File: config.mk
export PLATFORM = sky130hd
export DESIGN_NAME = http_content_length_extractor_core
export DESIGN_NICKNAME = d
export VERILOG_FILES = /design/src/hcle_pkg.sv /design/src/hcle_fifo.sv /design/src/hcle_front.sv /design/src/hcle_back.sv /design/src/http_content_length_extractor_core.sv
export SDC_FILE = /design/constraint.sdc
export NUM_CORES = 1
export LEC_CHECK = 0
export BUFFER_PORTS_ARGS = -buffer_cell sky130_fd_sc_hd__buf_2
export CAP_MARGIN = 25
export CORE_MARGIN = 4
export CORE_UTILIZATION = 30
export DETAILED_ROUTE_END_ITERATION = 12
export SETUP_SLACK_MARGIN = 0.2
export SYNTH_ARGS = -nofsm -noshare
export SYNTH_HDL_FRONTEND = slang
export SYNTH_SLANG_ARGS = --single-unit
File: constraint.sdc
create_clock -name clock -period 10.14 [get_ports clock]
set_input_delay 0 -clock clock [delete_from_list [all_inputs] [get_ports clock]]
set_output_delay 0 -clock clock [all_outputs]
set_load 0.01 [all_outputs]
File: src/hcle_pkg.sv
// ----------------------------------------------------------------------------
// hcle_pkg: shared types and constants of the Content-Length extractor
// Word types of both channels, the byte class word between the front and the
// back, character codes and the header key.
// ----------------------------------------------------------------------------
package hcle_pkg;

   localparam int QueueDepth  = 2;
   localparam int ResultDepth = 2;

   localparam int            ValueWidth = 63;
   localparam int            KeyLen     = 14;
   localparam logic [3:0]    KeyLast    = 4'(KeyLen);

   localparam logic [7:0] CharCr    = 8'h0D;
   localparam logic [7:0] CharLf    = 8'h0A;
   localparam logic [7:0] CharHt    = 8'h09;
   localparam logic [7:0] CharVt    = 8'h0B;
   localparam logic [7:0] CharFf    = 8'h0C;
   localparam logic [7:0] CharSpace = 8'h20;
   localparam logic [7:0] CharColon = 8'h3A;
   localparam logic [7:0] CharPlus  = 8'h2B;
   localparam logic [7:0] CharMinus = 8'h2D;
   localparam logic [7:0] CharZero  = 8'h30;
   localparam logic [7:0] CharNine  = 8'h39;
   localparam logic [7:0] CharUpA   = 8'h41;
   localparam logic [7:0] CharUpZ   = 8'h5A;
   localparam logic [7:0] CaseBit   = 8'h20;

   typedef struct packed {
      logic [7:0] data_byte;
      logic       last_byte;
   } req_word_type;

   typedef struct packed {
      logic                  length_found;
      logic [ValueWidth-1:0] length_value;
   } rsp_word_type;

   typedef struct packed {
      logic       is_cr;
      logic       is_lf;
      logic       is_colon;
      logic       is_blank;
      logic       is_plus;
      logic       is_minus;
      logic       is_digit;
      logic [3:0] digit;
      logic [7:0] lower;
      logic       last;
   } byte_class_type;

   function automatic logic [7:0] key_char(input logic [3:0] pos);
      logic [7:0] ch;
      case (pos)
         4'd0:    ch = 8'h63; // c
         4'd1:    ch = 8'h6F; // o
         4'd2:    ch = 8'h6E; // n
         4'd3:    ch = 8'h74; // t
         4'd4:    ch = 8'h65; // e
         4'd5:    ch = 8'h6E; // n
         4'd6:    ch = 8'h74; // t
         4'd7:    ch = 8'h2D; // -
         4'd8:    ch = 8'h6C; // l
         4'd9:    ch = 8'h65; // e
         4'd10:   ch = 8'h6E; // n
         4'd11:   ch = 8'h67; // g
         4'd12:   ch = 8'h74; // t
         4'd13:   ch = 8'h68; // h
         default: ch = 8'h00;
      endcase
      return ch;
   endfunction

endpackage

File: src/hcle_fifo.sv
// ----------------------------------------------------------------------------
// hcle_fifo: small register queue
// Holds words between two sides that stall independently; full and empty
// come straight from the fill count.
// ----------------------------------------------------------------------------
module hcle_fifo #(
   parameter int Width = 8,
   parameter int Depth = 2
) (
   input  logic             clock,
   input  logic             reset,
   input  logic             push,
   input  logic [Width-1:0] push_word,
   output logic             full,
   input  logic             pop,
   output logic [Width-1:0] pop_word,
   output logic             empty
);

   localparam int PtrW = (Depth > 1) ? $clog2(Depth) : 1;
   localparam int CntW = $clog2(Depth + 1);

   logic [Width-1:0] mem_ff [Depth];
   logic [PtrW-1:0]  wr_ptr_ff, wr_ptr_in;
   logic [PtrW-1:0]  rd_ptr_ff, rd_ptr_in;
   logic [CntW-1:0]  count_ff, count_in;
   logic             do_push, do_pop;

   assign full     = (count_ff == CntW'(Depth));
   assign empty    = (count_ff == '0);
   assign do_push  = push && !full;
   assign do_pop   = pop && !empty;
   assign pop_word = mem_ff[rd_ptr_ff];

   always_comb begin
      wr_ptr_in = wr_ptr_ff;
      rd_ptr_in = rd_ptr_ff;
      count_in  = count_ff;
      if (do_push) begin
         wr_ptr_in = (wr_ptr_ff == PtrW'(Depth - 1)) ? '0 : wr_ptr_ff + 1'b1;
      end
      if (do_pop) begin
         rd_ptr_in = (rd_ptr_ff == PtrW'(Depth - 1)) ? '0 : rd_ptr_ff + 1'b1;
      end
      if (do_push && !do_pop) begin
         count_in = count_ff + 1'b1;
      end else if (do_pop && !do_push) begin
         count_in = count_ff - 1'b1;
      end
   end

   always_ff @(posedge clock) begin
      if (reset) begin
         wr_ptr_ff <= '0;
         rd_ptr_ff <= '0;
         count_ff  <= '0;
      end else begin
         wr_ptr_ff <= wr_ptr_in;
         rd_ptr_ff <= rd_ptr_in;
         count_ff  <= count_in;
      end
   end

   always_ff @(posedge clock) begin
      if (do_push) begin
         mem_ff[wr_ptr_ff] <= push_word;
      end
   end

endmodule

File: src/hcle_front.sv
// ----------------------------------------------------------------------------
// hcle_front: byte classifier
// Accepts request bytes and turns each into a class word for the parser.
// ----------------------------------------------------------------------------
module hcle_front (
   input  logic                   req_push,
   input  hcle_pkg::req_word_type req_word,
   output logic                   req_full,
   input  logic                   q_full,
   output logic                   q_push,
   output hcle_pkg::byte_class_type q_word
);

   logic [7:0] c;
   logic       is_upper;

   assign c        = req_word.data_byte;
   assign is_upper = (c >= hcle_pkg::CharUpA) && (c <= hcle_pkg::CharUpZ);
   assign req_full = q_full;
   assign q_push   = req_push;

   always_comb begin
      q_word          = '0;
      q_word.is_cr    = (c == hcle_pkg::CharCr);
      q_word.is_lf    = (c == hcle_pkg::CharLf);
      q_word.is_colon = (c == hcle_pkg::CharColon);
      q_word.is_blank = c inside {hcle_pkg::CharSpace, hcle_pkg::CharHt, hcle_pkg::CharVt,
                                  hcle_pkg::CharFf, hcle_pkg::CharCr};
      q_word.is_plus  = (c == hcle_pkg::CharPlus);
      q_word.is_minus = (c == hcle_pkg::CharMinus);
      q_word.is_digit = (c >= hcle_pkg::CharZero) && (c <= hcle_pkg::CharNine);
      q_word.digit    = 4'(c - hcle_pkg::CharZero);
      q_word.lower    = is_upper ? (c | hcle_pkg::CaseBit) : c;
      q_word.last     = req_word.last_byte;
   end

endmodule

File: src/hcle_back.sv
// ----------------------------------------------------------------------------
// hcle_back: header parser
// Walks class words one per cycle if the result queue has room, tracks lines,
// key match, value digits and the CR LF CR LF terminator, and pushes answers.
// ----------------------------------------------------------------------------
module hcle_back (
   input  logic                     clock,
   input  logic                     reset,
   input  logic                     q_empty,
   input  hcle_pkg::byte_class_type q_word,
   output logic                     q_pop,
   input  logic                     r_full,
   output logic                     r_push,
   output hcle_pkg::rsp_word_type   r_word
);

   typedef enum logic [2:0] {
      PhKey,
      PhSkip,
      PhBlank,
      PhSigned,
      PhDigits
   } phase_type;

   localparam int          VW       = hcle_pkg::ValueWidth;
   localparam int          PW       = VW + 4;
   localparam logic [1:0]  LciEmpty = 2'd0;
   localparam logic [1:0]  LciCr    = 2'd1;
   localparam logic [1:0]  LciOther = 2'd2;
   localparam logic [2:0]  TermNone = 3'd0;
   localparam logic [2:0]  TermCr   = 3'd1;
   localparam logic [2:0]  TermCrLf = 3'd2;
   localparam logic [2:0]  TermCr2  = 3'd3;
   localparam logic [2:0]  TermDone = 3'd4;

   phase_type      phase_ff, phase_in;
   logic [2:0]     term_ff, term_in;
   logic           in_req_ff, in_req_in;
   logic [3:0]     keypos_ff, keypos_in;
   logic [1:0]     lci_ff, lci_in;
   logic [VW-1:0]  acc_ff, acc_in;
   logic           neg_ff, neg_in;
   logic           decided_ff, decided_in;
   logic           valid_ff, valid_in;
   logic [VW-1:0]  value_ff, value_in;
   logic           hdone_ff, hdone_in;
   logic           fire;
   logic           emit;
   hcle_pkg::rsp_word_type emit_word;

   assign fire   = !q_empty && !r_full;
   assign q_pop  = fire;
   assign r_push = fire && emit;
   assign r_word = emit_word;

   always_comb begin
      logic [PW-1:0] prod;
      logic          take_ok;
      logic          dec_req;
      logic          dec_ok;
      logic [VW-1:0] dec_val;

      phase_in   = phase_ff;
      term_in    = term_ff;
      in_req_in  = in_req_ff;
      keypos_in  = keypos_ff;
      lci_in     = lci_ff;
      acc_in     = acc_ff;
      neg_in     = neg_ff;
      decided_in = decided_ff;
      valid_in   = valid_ff;
      value_in   = value_ff;
      hdone_in   = hdone_ff;
      emit       = 1'b0;
      emit_word  = '0;
      dec_req    = 1'b0;
      dec_ok     = 1'b0;
      dec_val    = '0;

      prod    = ({4'b0, acc_ff} << 3) + ({4'b0, acc_ff} << 1) + PW'(q_word.digit);
      take_ok = (prod[PW-1:VW] == '0);

      if (fire) begin
         if (!hdone_ff) begin
            if (q_word.is_lf) begin
               if (in_req_ff) begin
                  in_req_in = 1'b0;
               end else if (!decided_ff) begin
                  unique case (phase_ff)
                     PhBlank, PhSigned: begin
                        dec_req = 1'b1;
                     end
                     PhDigits: begin
                        dec_req = 1'b1;
                        dec_ok  = !(neg_ff && (acc_ff != '0));
                        dec_val = acc_ff;
                     end
                     default: begin
                        dec_req = (lci_ff != LciOther);
                     end
                  endcase
               end
               phase_in  = PhKey;
               keypos_in = '0;
               lci_in    = LciEmpty;
               acc_in    = '0;
               neg_in    = 1'b0;
            end else if (!in_req_ff) begin
               lci_in = ((lci_ff == LciEmpty) && q_word.is_cr) ? LciCr : LciOther;
               if (!decided_ff) begin
                  unique case (phase_ff)
                     PhKey: begin
                        if (q_word.is_colon) begin
                           phase_in = (keypos_ff == hcle_pkg::KeyLast) ? PhBlank : PhSkip;
                        end else if ((keypos_ff < hcle_pkg::KeyLast) &&
                                     (q_word.lower == hcle_pkg::key_char(keypos_ff))) begin
                           keypos_in = keypos_ff + 1'b1;
                        end else begin
                           phase_in = PhSkip;
                        end
                     end
                     PhBlank: begin
                        if (q_word.is_blank) begin
                           phase_in = PhBlank;
                        end else if (q_word.is_plus) begin
                           phase_in = PhSigned;
                        end else if (q_word.is_minus) begin
                           neg_in   = 1'b1;
                           phase_in = PhSigned;
                        end else if (q_word.is_digit && take_ok) begin
                           acc_in   = prod[VW-1:0];
                           phase_in = PhDigits;
                        end else begin
                           dec_req = 1'b1;
                        end
                     end
                     PhSigned: begin
                        if (q_word.is_digit && take_ok) begin
                           acc_in   = prod[VW-1:0];
                           phase_in = PhDigits;
                        end else begin
                           dec_req = 1'b1;
                        end
                     end
                     PhDigits: begin
                        if (q_word.is_digit) begin
                           if (take_ok) begin
                              acc_in = prod[VW-1:0];
                           end else begin
                              dec_req = 1'b1;
                           end
                        end else begin
                           dec_req = 1'b1;
                           dec_ok  = !(neg_ff && (acc_ff != '0));
                           dec_val = acc_ff;
                        end
                     end
                     default: begin
                        phase_in = phase_ff;
                     end
                  endcase
               end
            end

            if (dec_req) begin
               decided_in = 1'b1;
               valid_in   = dec_ok;
               value_in   = dec_ok ? dec_val : '0;
               if (!q_word.is_lf) begin
                  phase_in = PhSkip;
               end
            end

            if (q_word.is_cr) begin
               term_in = (term_ff == TermCrLf) ? TermCr2 : TermCr;
            end else if (q_word.is_lf) begin
               term_in = (term_ff == TermCr)  ? TermCrLf :
                         (term_ff == TermCr2) ? TermDone : TermNone;
            end else begin
               term_in = TermNone;
            end

            if (term_in == TermDone) begin
               hdone_in               = 1'b1;
               emit                   = 1'b1;
               emit_word.length_found = decided_in && valid_in;
               emit_word.length_value = (decided_in && valid_in) ? value_in : '0;
            end else if (q_word.last) begin
               emit = 1'b1;
            end
         end

         if (q_word.last) begin
            phase_in   = PhKey;
            term_in    = TermNone;
            in_req_in  = 1'b1;
            keypos_in  = '0;
            lci_in     = LciEmpty;
            acc_in     = '0;
            neg_in     = 1'b0;
            decided_in = 1'b0;
            valid_in   = 1'b0;
            value_in   = '0;
            hdone_in   = 1'b0;
         end
      end
   end

   always_ff @(posedge clock) begin
      if (reset) begin
         phase_ff   <= PhKey;
         term_ff    <= TermNone;
         in_req_ff  <= 1'b1;
         keypos_ff  <= '0;
         lci_ff     <= LciEmpty;
         acc_ff     <= '0;
         neg_ff     <= 1'b0;
         decided_ff <= 1'b0;
         valid_ff   <= 1'b0;
         value_ff   <= '0;
         hdone_ff   <= 1'b0;
      end else begin
         phase_ff   <= phase_in;
         term_ff    <= term_in;
         in_req_ff  <= in_req_in;
         keypos_ff  <= keypos_in;
         lci_ff     <= lci_in;
         acc_ff     <= acc_in;
         neg_ff     <= neg_in;
         decided_ff <= decided_in;
         valid_ff   <= valid_in;
         value_ff   <= value_in;
         hdone_ff   <= hdone_in;
      end
   end

endmodule

File: src/http_content_length_extractor_core.sv
// ----------------------------------------------------------------------------
// http_content_length_extractor_core: Content-Length header extractor
// Parses an HTTP request byte stream and reports its first Content-Length.
// ----------------------------------------------------------------------------
// Usage:
//   Request channel: drive req_word (data_byte, last_byte) and raise req_push;
//   a word is taken at a clock edge where req_push is high and req_full low.
//   Set last_byte on the final byte of a buffer; the parser restarts after it.
//   Response channel: while rsp_empty is low, rsp_word holds the oldest answer
//   (length_found, length_value); raise rsp_pop to take it.
//   One answer comes per request: on the byte that completes CR LF CR LF, or
//   on the last byte (not found) when the terminator never appears.
//   Throughput: one byte per cycle while the result queue has room, set by the
//   parser step with its multiply-by-ten accumulator. The answer to a byte goes
//   through the class queue and the result queue before it shows on rsp_word.
//   A class queue sits between the classifier and the parser, and a result
//   queue after the parser; when the receiver stalls the result queue fills,
//   the parser holds, and req_full rises once the class queue is full.
//   Reset (synchronous, active high) empties both queues and restarts the
//   parser at the request line.
// ----------------------------------------------------------------------------
module http_content_length_extractor_core #(
   parameter int QUEUE_DEPTH  = hcle_pkg::QueueDepth,
   parameter int RESULT_DEPTH = hcle_pkg::ResultDepth
) (
   input  logic                   clock,
   input  logic                   reset,
   input  logic                   req_push,
   input  hcle_pkg::req_word_type req_word,
   output logic                   req_full,
   input  logic                   rsp_pop,
   output hcle_pkg::rsp_word_type rsp_word,
   output logic                   rsp_empty
);

   localparam int ClassW = $bits(hcle_pkg::byte_class_type);
   localparam int RspW   = $bits(hcle_pkg::rsp_word_type);

   logic                     cq_push, cq_full, cq_pop, cq_empty;
   hcle_pkg::byte_class_type cq_in_word, cq_out_word;
   logic [ClassW-1:0]        cq_out_bits;
   logic                     rq_push, rq_full;
   hcle_pkg::rsp_word_type   rq_in_word;
   logic [RspW-1:0]          rq_out_bits;

   hcle_front u_front (
      .req_push (req_push),
      .req_word (req_word),
      .req_full (req_full),
      .q_full   (cq_full),
      .q_push   (cq_push),
      .q_word   (cq_in_word)
   );

   hcle_fifo #(
      .Width (ClassW),
      .Depth (QUEUE_DEPTH)
   ) u_class_q (
      .clock     (clock),
      .reset     (reset),
      .push      (cq_push),
      .push_word (ClassW'(cq_in_word)),
      .full      (cq_full),
      .pop       (cq_pop),
      .pop_word  (cq_out_bits),
      .empty     (cq_empty)
   );

   assign cq_out_word = hcle_pkg::byte_class_type'(cq_out_bits);

   hcle_back u_back (
      .clock   (clock),
      .reset   (reset),
      .q_empty (cq_empty),
      .q_word  (cq_out_word),
      .q_pop   (cq_pop),
      .r_full  (rq_full),
      .r_push  (rq_push),
      .r_word  (rq_in_word)
   );

   hcle_fifo #(
      .Width (RspW),
      .Depth (RESULT_DEPTH)
   ) u_result_q (
      .clock     (clock),
      .reset     (reset),
      .push      (rq_push),
      .push_word (RspW'(rq_in_word)),
      .full      (rq_full),
      .pop       (rsp_pop),
      .pop_word  (rq_out_bits),
      .empty     (rsp_empty)
   );

   assign rsp_word = hcle_pkg::rsp_word_type'(rq_out_bits);

endmodule

# --- Word level (Yosys, flattened, before mapping) ---
# Memory sizes are Yosys's and may differ from the RTL's. A register that Yosys moved wholly into a read port is not among the register bits.
# Cells that the tools add are included.
totals:
  ff_bits: 151
  input_bits: 13
  n_memories: 3
  out_inout_bits: 66
  ram_bits: 168
  mem_bits_ro: 112
classes:
  magnitude_cmp: 5
  reduce_logical: 48
  n_addsub: 12
  muxes: 145
  eq_ne: 32
memory_table:
  columns: ["name", "words", "word_bits", "read_ports", "rd_clocked_by_memory_dff", "write_ports", "line", "source"]
  rows:
  - ["u_result_q.mem_ff", 2, 64, 1, 1, 1, "hcle_fifo.sv:23", "logic [Width-1:0] mem_ff [Depth];"]
  - ["(name not given)", 16, 7, 1, 1, 0, "hcle_pkg.sv:55", "case (pos)"]
  - ["u_class_q.mem_ff", 2, 20, 1, 1, 1, "hcle_fifo.sv:23", null]
ops:
  columns: ["cell", "n"]
  rows:
  - ["$mux W63", 24]
  - ["$mux W64", 3]
  - ["$pmux W63 S3", 1]
  - ["$add A66 B64 Y67", 1]
  - ["$add A67 B4 Y67", 1]
  - ["$mux W1", 65]
  - ["$mux W3", 21]
  - ["$reduce_bool A63 Y1", 1]
  - ["$mux W8", 7]
  - ["$eq A8 B4 Y1 const B", 5]
  - ["$mux W4", 10]
  - ["$eq A8 B6 Y1 const B", 4]
  - ["$mux W2", 11]
  - ["$logic_and A1 B1 Y1", 17]
  - ["$ne A3 B2 Y1 const B", 5]
  - ["$eq A3 B2 Y1 const B", 4]
  - ["$ne A4 B3 Y1 const B", 3]
  - ["$reduce_bool A3 Y1", 4]
  - ["$reduce_and A10 Y1", 1]
  - ["$reduce_bool A5 Y1", 2]
  - ["$logic_not A1 Y1", 9]
  - ["$pmux W3 S3", 1]
  - ["$eq A8 B8 Y1", 1]
  - ["$ge A8 B6 Y1 const B", 1]
  - ["26 further kinds", 40]

# --- Logic depth before layout (Yosys ltp) ---
logic_depth:
  depth_word: 22
  depth_mapped: 18
  depth_no_buf: 15

# --- Hierarchy ---
# A second synthesis with hierarchy kept.
unflattened:
  hier_cells: 2041
  area_unflattened_um2: 20059.2
by_module_without_submodules:
  columns: ["mod", "seq_area_each_um2", "instances", "area_per_inst_um2", "cells_each"]
  rows:
  - ["hcle_back", 3002.9, 1, 13306.5, 1689]
  - ["hcle_fifo (u_result_q)", 3943.8, 1, 4832.1, 224]
  - ["hcle_fifo (u_class_q)", 1301.2, 1, 1654.1, 87]
  - ["hcle_front", 0.0, 1, 266.5, 41]

# --- Worst setup path after synthesis ---
# OpenSTA, ideal clock, no wires.
synth_path:
  kind: "reg2reg"
  start: "reg with a tool-made name"
  end: "mem u_result_q.mem_ff[0][0] in the netlist's numbering, enable pin"
  stages_incl_launch_ff: 8
  arrival_ns: 4.554
  slack_ns: 5.092
  required_ns: 9.646
  path_cell_list: "dfxtp_1 > buf_2 > buf_2 > mux2i_1 > and4b_1 > nand2_1 > a21oi_1 > nor2b_1"
synth_lines:
  columns: ["element", "line"]
  rows:
  - ["to (decl)", "hcle_fifo.sv:23"]

==> impl_metrics.ini <==
[logic_synthesis]
synth_edf_count = 160
synth_top_area_frac = 0.269
synth.top_cells.by_count = a21oi_1 (197), nand2_1 (177), dfxtp_1 (160), edfxtp_1 (160), ha_1 (135)
ys_ff_latch = 320
synth_area_per_cell_um2 = 9.99
netlist_instances = 1788
yosysMostFrequentCell = a21oi_1
synth_area_um2 = 17900
yosys-top-cells-area = edfxtp_1 (27%), dfxtp_1 (18%), ha_1 (9.5%)
synthFlopType = edfxtp_1
yosys_warnings = 0
ys_seq_area_frac = 0.448
synth_area_leader_cell = edfxtp_1
synth_cell_type_count = 88
synth_nets = 1938
synthArstFlopShare = 0

[worst_setup_path]
critPathCaptureType = flip-flop
worstSetupPathType = flip-flop to flip-flop
required_ps = 10620
start_kind = flip-flop
crit_arrival_ps = 6300
cp_max_fo = 20

[sta]
post-route-period-util = 0.573
hold_viol = 1
max_freq_mhz = 172
worst_pin_slew_ps = 1080
hold_ws_ps = -1.22
min_period_ps = 5820
rsz0062_at_grt = false
setup_tns_ps = 0
skew_ps = 32.1
finalSetupViolCount = 0
relSlewSlack = 0.280
final_max_slew_viol_count = 0

[outcome]
violations = hold timing
status = finished, violations left

[die]
pin_count = 79
die_h_um = 252
start_util = 0.303
die-area_um2 = 63500
fp.dieW_um = 252
core_area_um2 = 59000
rows = 89

[final_layout]
final_util = 0.342
multi_input_area_um2 = 9260
seq_area_um2 = 8010
stdcell_area_um2 = 20200
nFillCells = 5982
drive_above_1_share = 0.132
area.growth.synth_to_final_pct = 13.2
diodes = 0
nets = 1972

[pwr]
power.share.clock = 0.353
comb_power_share = 0.231
switching_share = 0.304
power_density_nw_per_um2 = 189
switching_power_mw = 1.16
power_frac_seq = 0.416
p_total_mw = 3.82
p_int_mw = 2.66
ir_drop_v = 0.000138
p_leak_nw = 7.61

[route]
totalWireLength_mm = 45.4
drt_iter0_markers = 905
wl_per_cell_um = 17.3
dr.pass1.iters = 5
ant_nets = 0
vias_per_cell = 5.22
vias = 13700
drc = 0

[global_route]
grt_max_degree = 72
grt_pass1_vias = 13900
grt.total_usage = 0.140
grt_pass1_wl_mm = 73.7
gr-total-overflow = 0
antenna_found_initial = 0

[clocking]
cts_tree = yes
holdBufCountCts = 11
clk_pin_slew_ps = 60
cts_resized = 0
cts_root_buffer = clkbuf_16
post_cts_buffers = 0
htreeDepth = 2
clock_sinks = 320
clockBufferDepth = 3
numCtsBuffers = 36
insertion_delay_ps = 560

[job]
cap_violations = 0

[placed_design]
dpl.hpwl_mm = 31.5
place_congestion = 0.910
post_dp_cell_area_um2 = 18900
io_buffers = 78

[hold_path]
hold_path_class = input port to flip-flop
cell usage in the layout (no fill, tap or decap), drive strengths merged, types with 5 or more instances in the layout:
cell,n
nor2b,5
o211ai,10
and4,6
xor2,37
nor3,21
a221oi,5
clkbuf,47
a31oi,15
a211oi,11
or3,12
edfxtp,160
a21o,24
a22o,63
nor4,27
nand2,177
ha,135
nor2,93
dfxtp,160
mux2i,10
xnor2,39
nand4,31
a21oi,198
and3,7
o21a,11
inv,40
mux2,70
dlygate4sd3,11
nand2b,72
buf,91
a22oi,30
nand3,53
o21bai,11
clkinv,12
o21ai,68
and2,11
stage by stage:
step | setup slack (ps) | cells
finish | 4320 | 2623
floorplan | 5090 | 1788
global placement | 4570 | 2546
CTS | 4370 | 2623
detailed placement | 4410 | 2546
global route | 3970 | 2623
per-layer routing:
| layer | wire length [um] | global-route usage | up-vias |
|---|---|---|---|
| met3 | 1770 | 0.0218 | 69 |
| met1 | 20500 | 0.182 | 6601 |
| met4 | 989 | 0.0397 | 0 |
| li1 | - | - | 6719 |
| met2 | 22100 | 0.242 | 311 |
| met5 | 0 | 0 | - |
critical path, stage by stage, from the launching register on:
cell	delay [ps]
dfxtp_1	910
mux2i_2	380
fa_1	470
inv_1	110
ha_1	140
a21o_1	130
nand4_1	160
a2111oi_1	710
nor4_1	260
o21a_1	290
a221oi_2	270
o311ai_1	190
nor3_2	270
nor4b_4	790
buf_4	410
nand3b_1	110
a21oi_1	160
cell families (layout without fill, tap and decap cells):
family                     after synthesis  in the layout  synth area share
AOI/OAI and AO/OA                      494            494             0.180
xor gates and xnor gates                76             76            0.0377
adders and majority gates              137            137            0.0968
buffers and inverters                  143            205            0.0346
DFF                                    320            320             0.448
muxes                                   80             80            0.0500
and+or+nand+nor                        538            538             0.152
state kept, by name (all words and copies together) (netlist names), named ones only:
register / flops
u_back.acc_ff: 63
u_back.decided_ff: 1
u_back.hdone_ff: 1
u_back.in_req_ff: 1
u_back.keypos_ff: 4
u_back.lci_ff: 2
u_back.neg_ff: 1
u_back.phase_ff: 3
u_back.term_ff: 3
u_back.valid_ff: 1
u_back.value_ff: 63
u_class_q.count_ff: 2
u_class_q.mem_ff: 32
u_class_q.rd_ptr_ff: 1
u_class_q.wr_ptr_ff: 1
u_result_q.count_ff: 2
u_result_q.mem_ff: 128
u_result_q.rd_ptr_ff: 1
u_result_q.wr_ptr_ff: 1
power by group through the flow:
stage | sequential (mW) | combinational [mW] | clock [mW]
final | 1.59 | 0.883 | 1.35
after global routing | 1.61 | 0.975 | 1.45
after CTS | 1.59 | 0.908 | 1.40
after detailed placement | 1.62 | 0.899 | 0
after global placement | 1.61 | 0.881 | 0
after floorplan | 1.60 | 0.616 | 0
path summary, 6_finish.rpt:
check                           cells after the start             from                    to  slack (ps)
worst max-delay path                               16        flip-flop     u_back.acc_ff[41]        4320
worst min-delay path                                4          rsp_pop  u_result_q.rd_ptr_ff          -1
worst min register to register                      1  u_back.valid_ff       u_back.valid_ff         460
worst max register to register                     16        flip-flop     u_back.acc_ff[41]        4320
cell type report:
| cell class | count | share of cell area |
|---|---|---|
| Clock buffer | 47 | 0.0498 |
| Clock inverter | 19 | 0.0113 |
| Inverter | 37 | 0.00687 |
| Multi-Input combinational cell | 1325 | 0.458 |
| Sequential cell | 320 | 0.396 |
| Tap cell | 773 | 0.0479 |
| Timing Repair Buffer | 102 | 0.0296 |
Note: power is estimated with default switching activity, not from simulation.
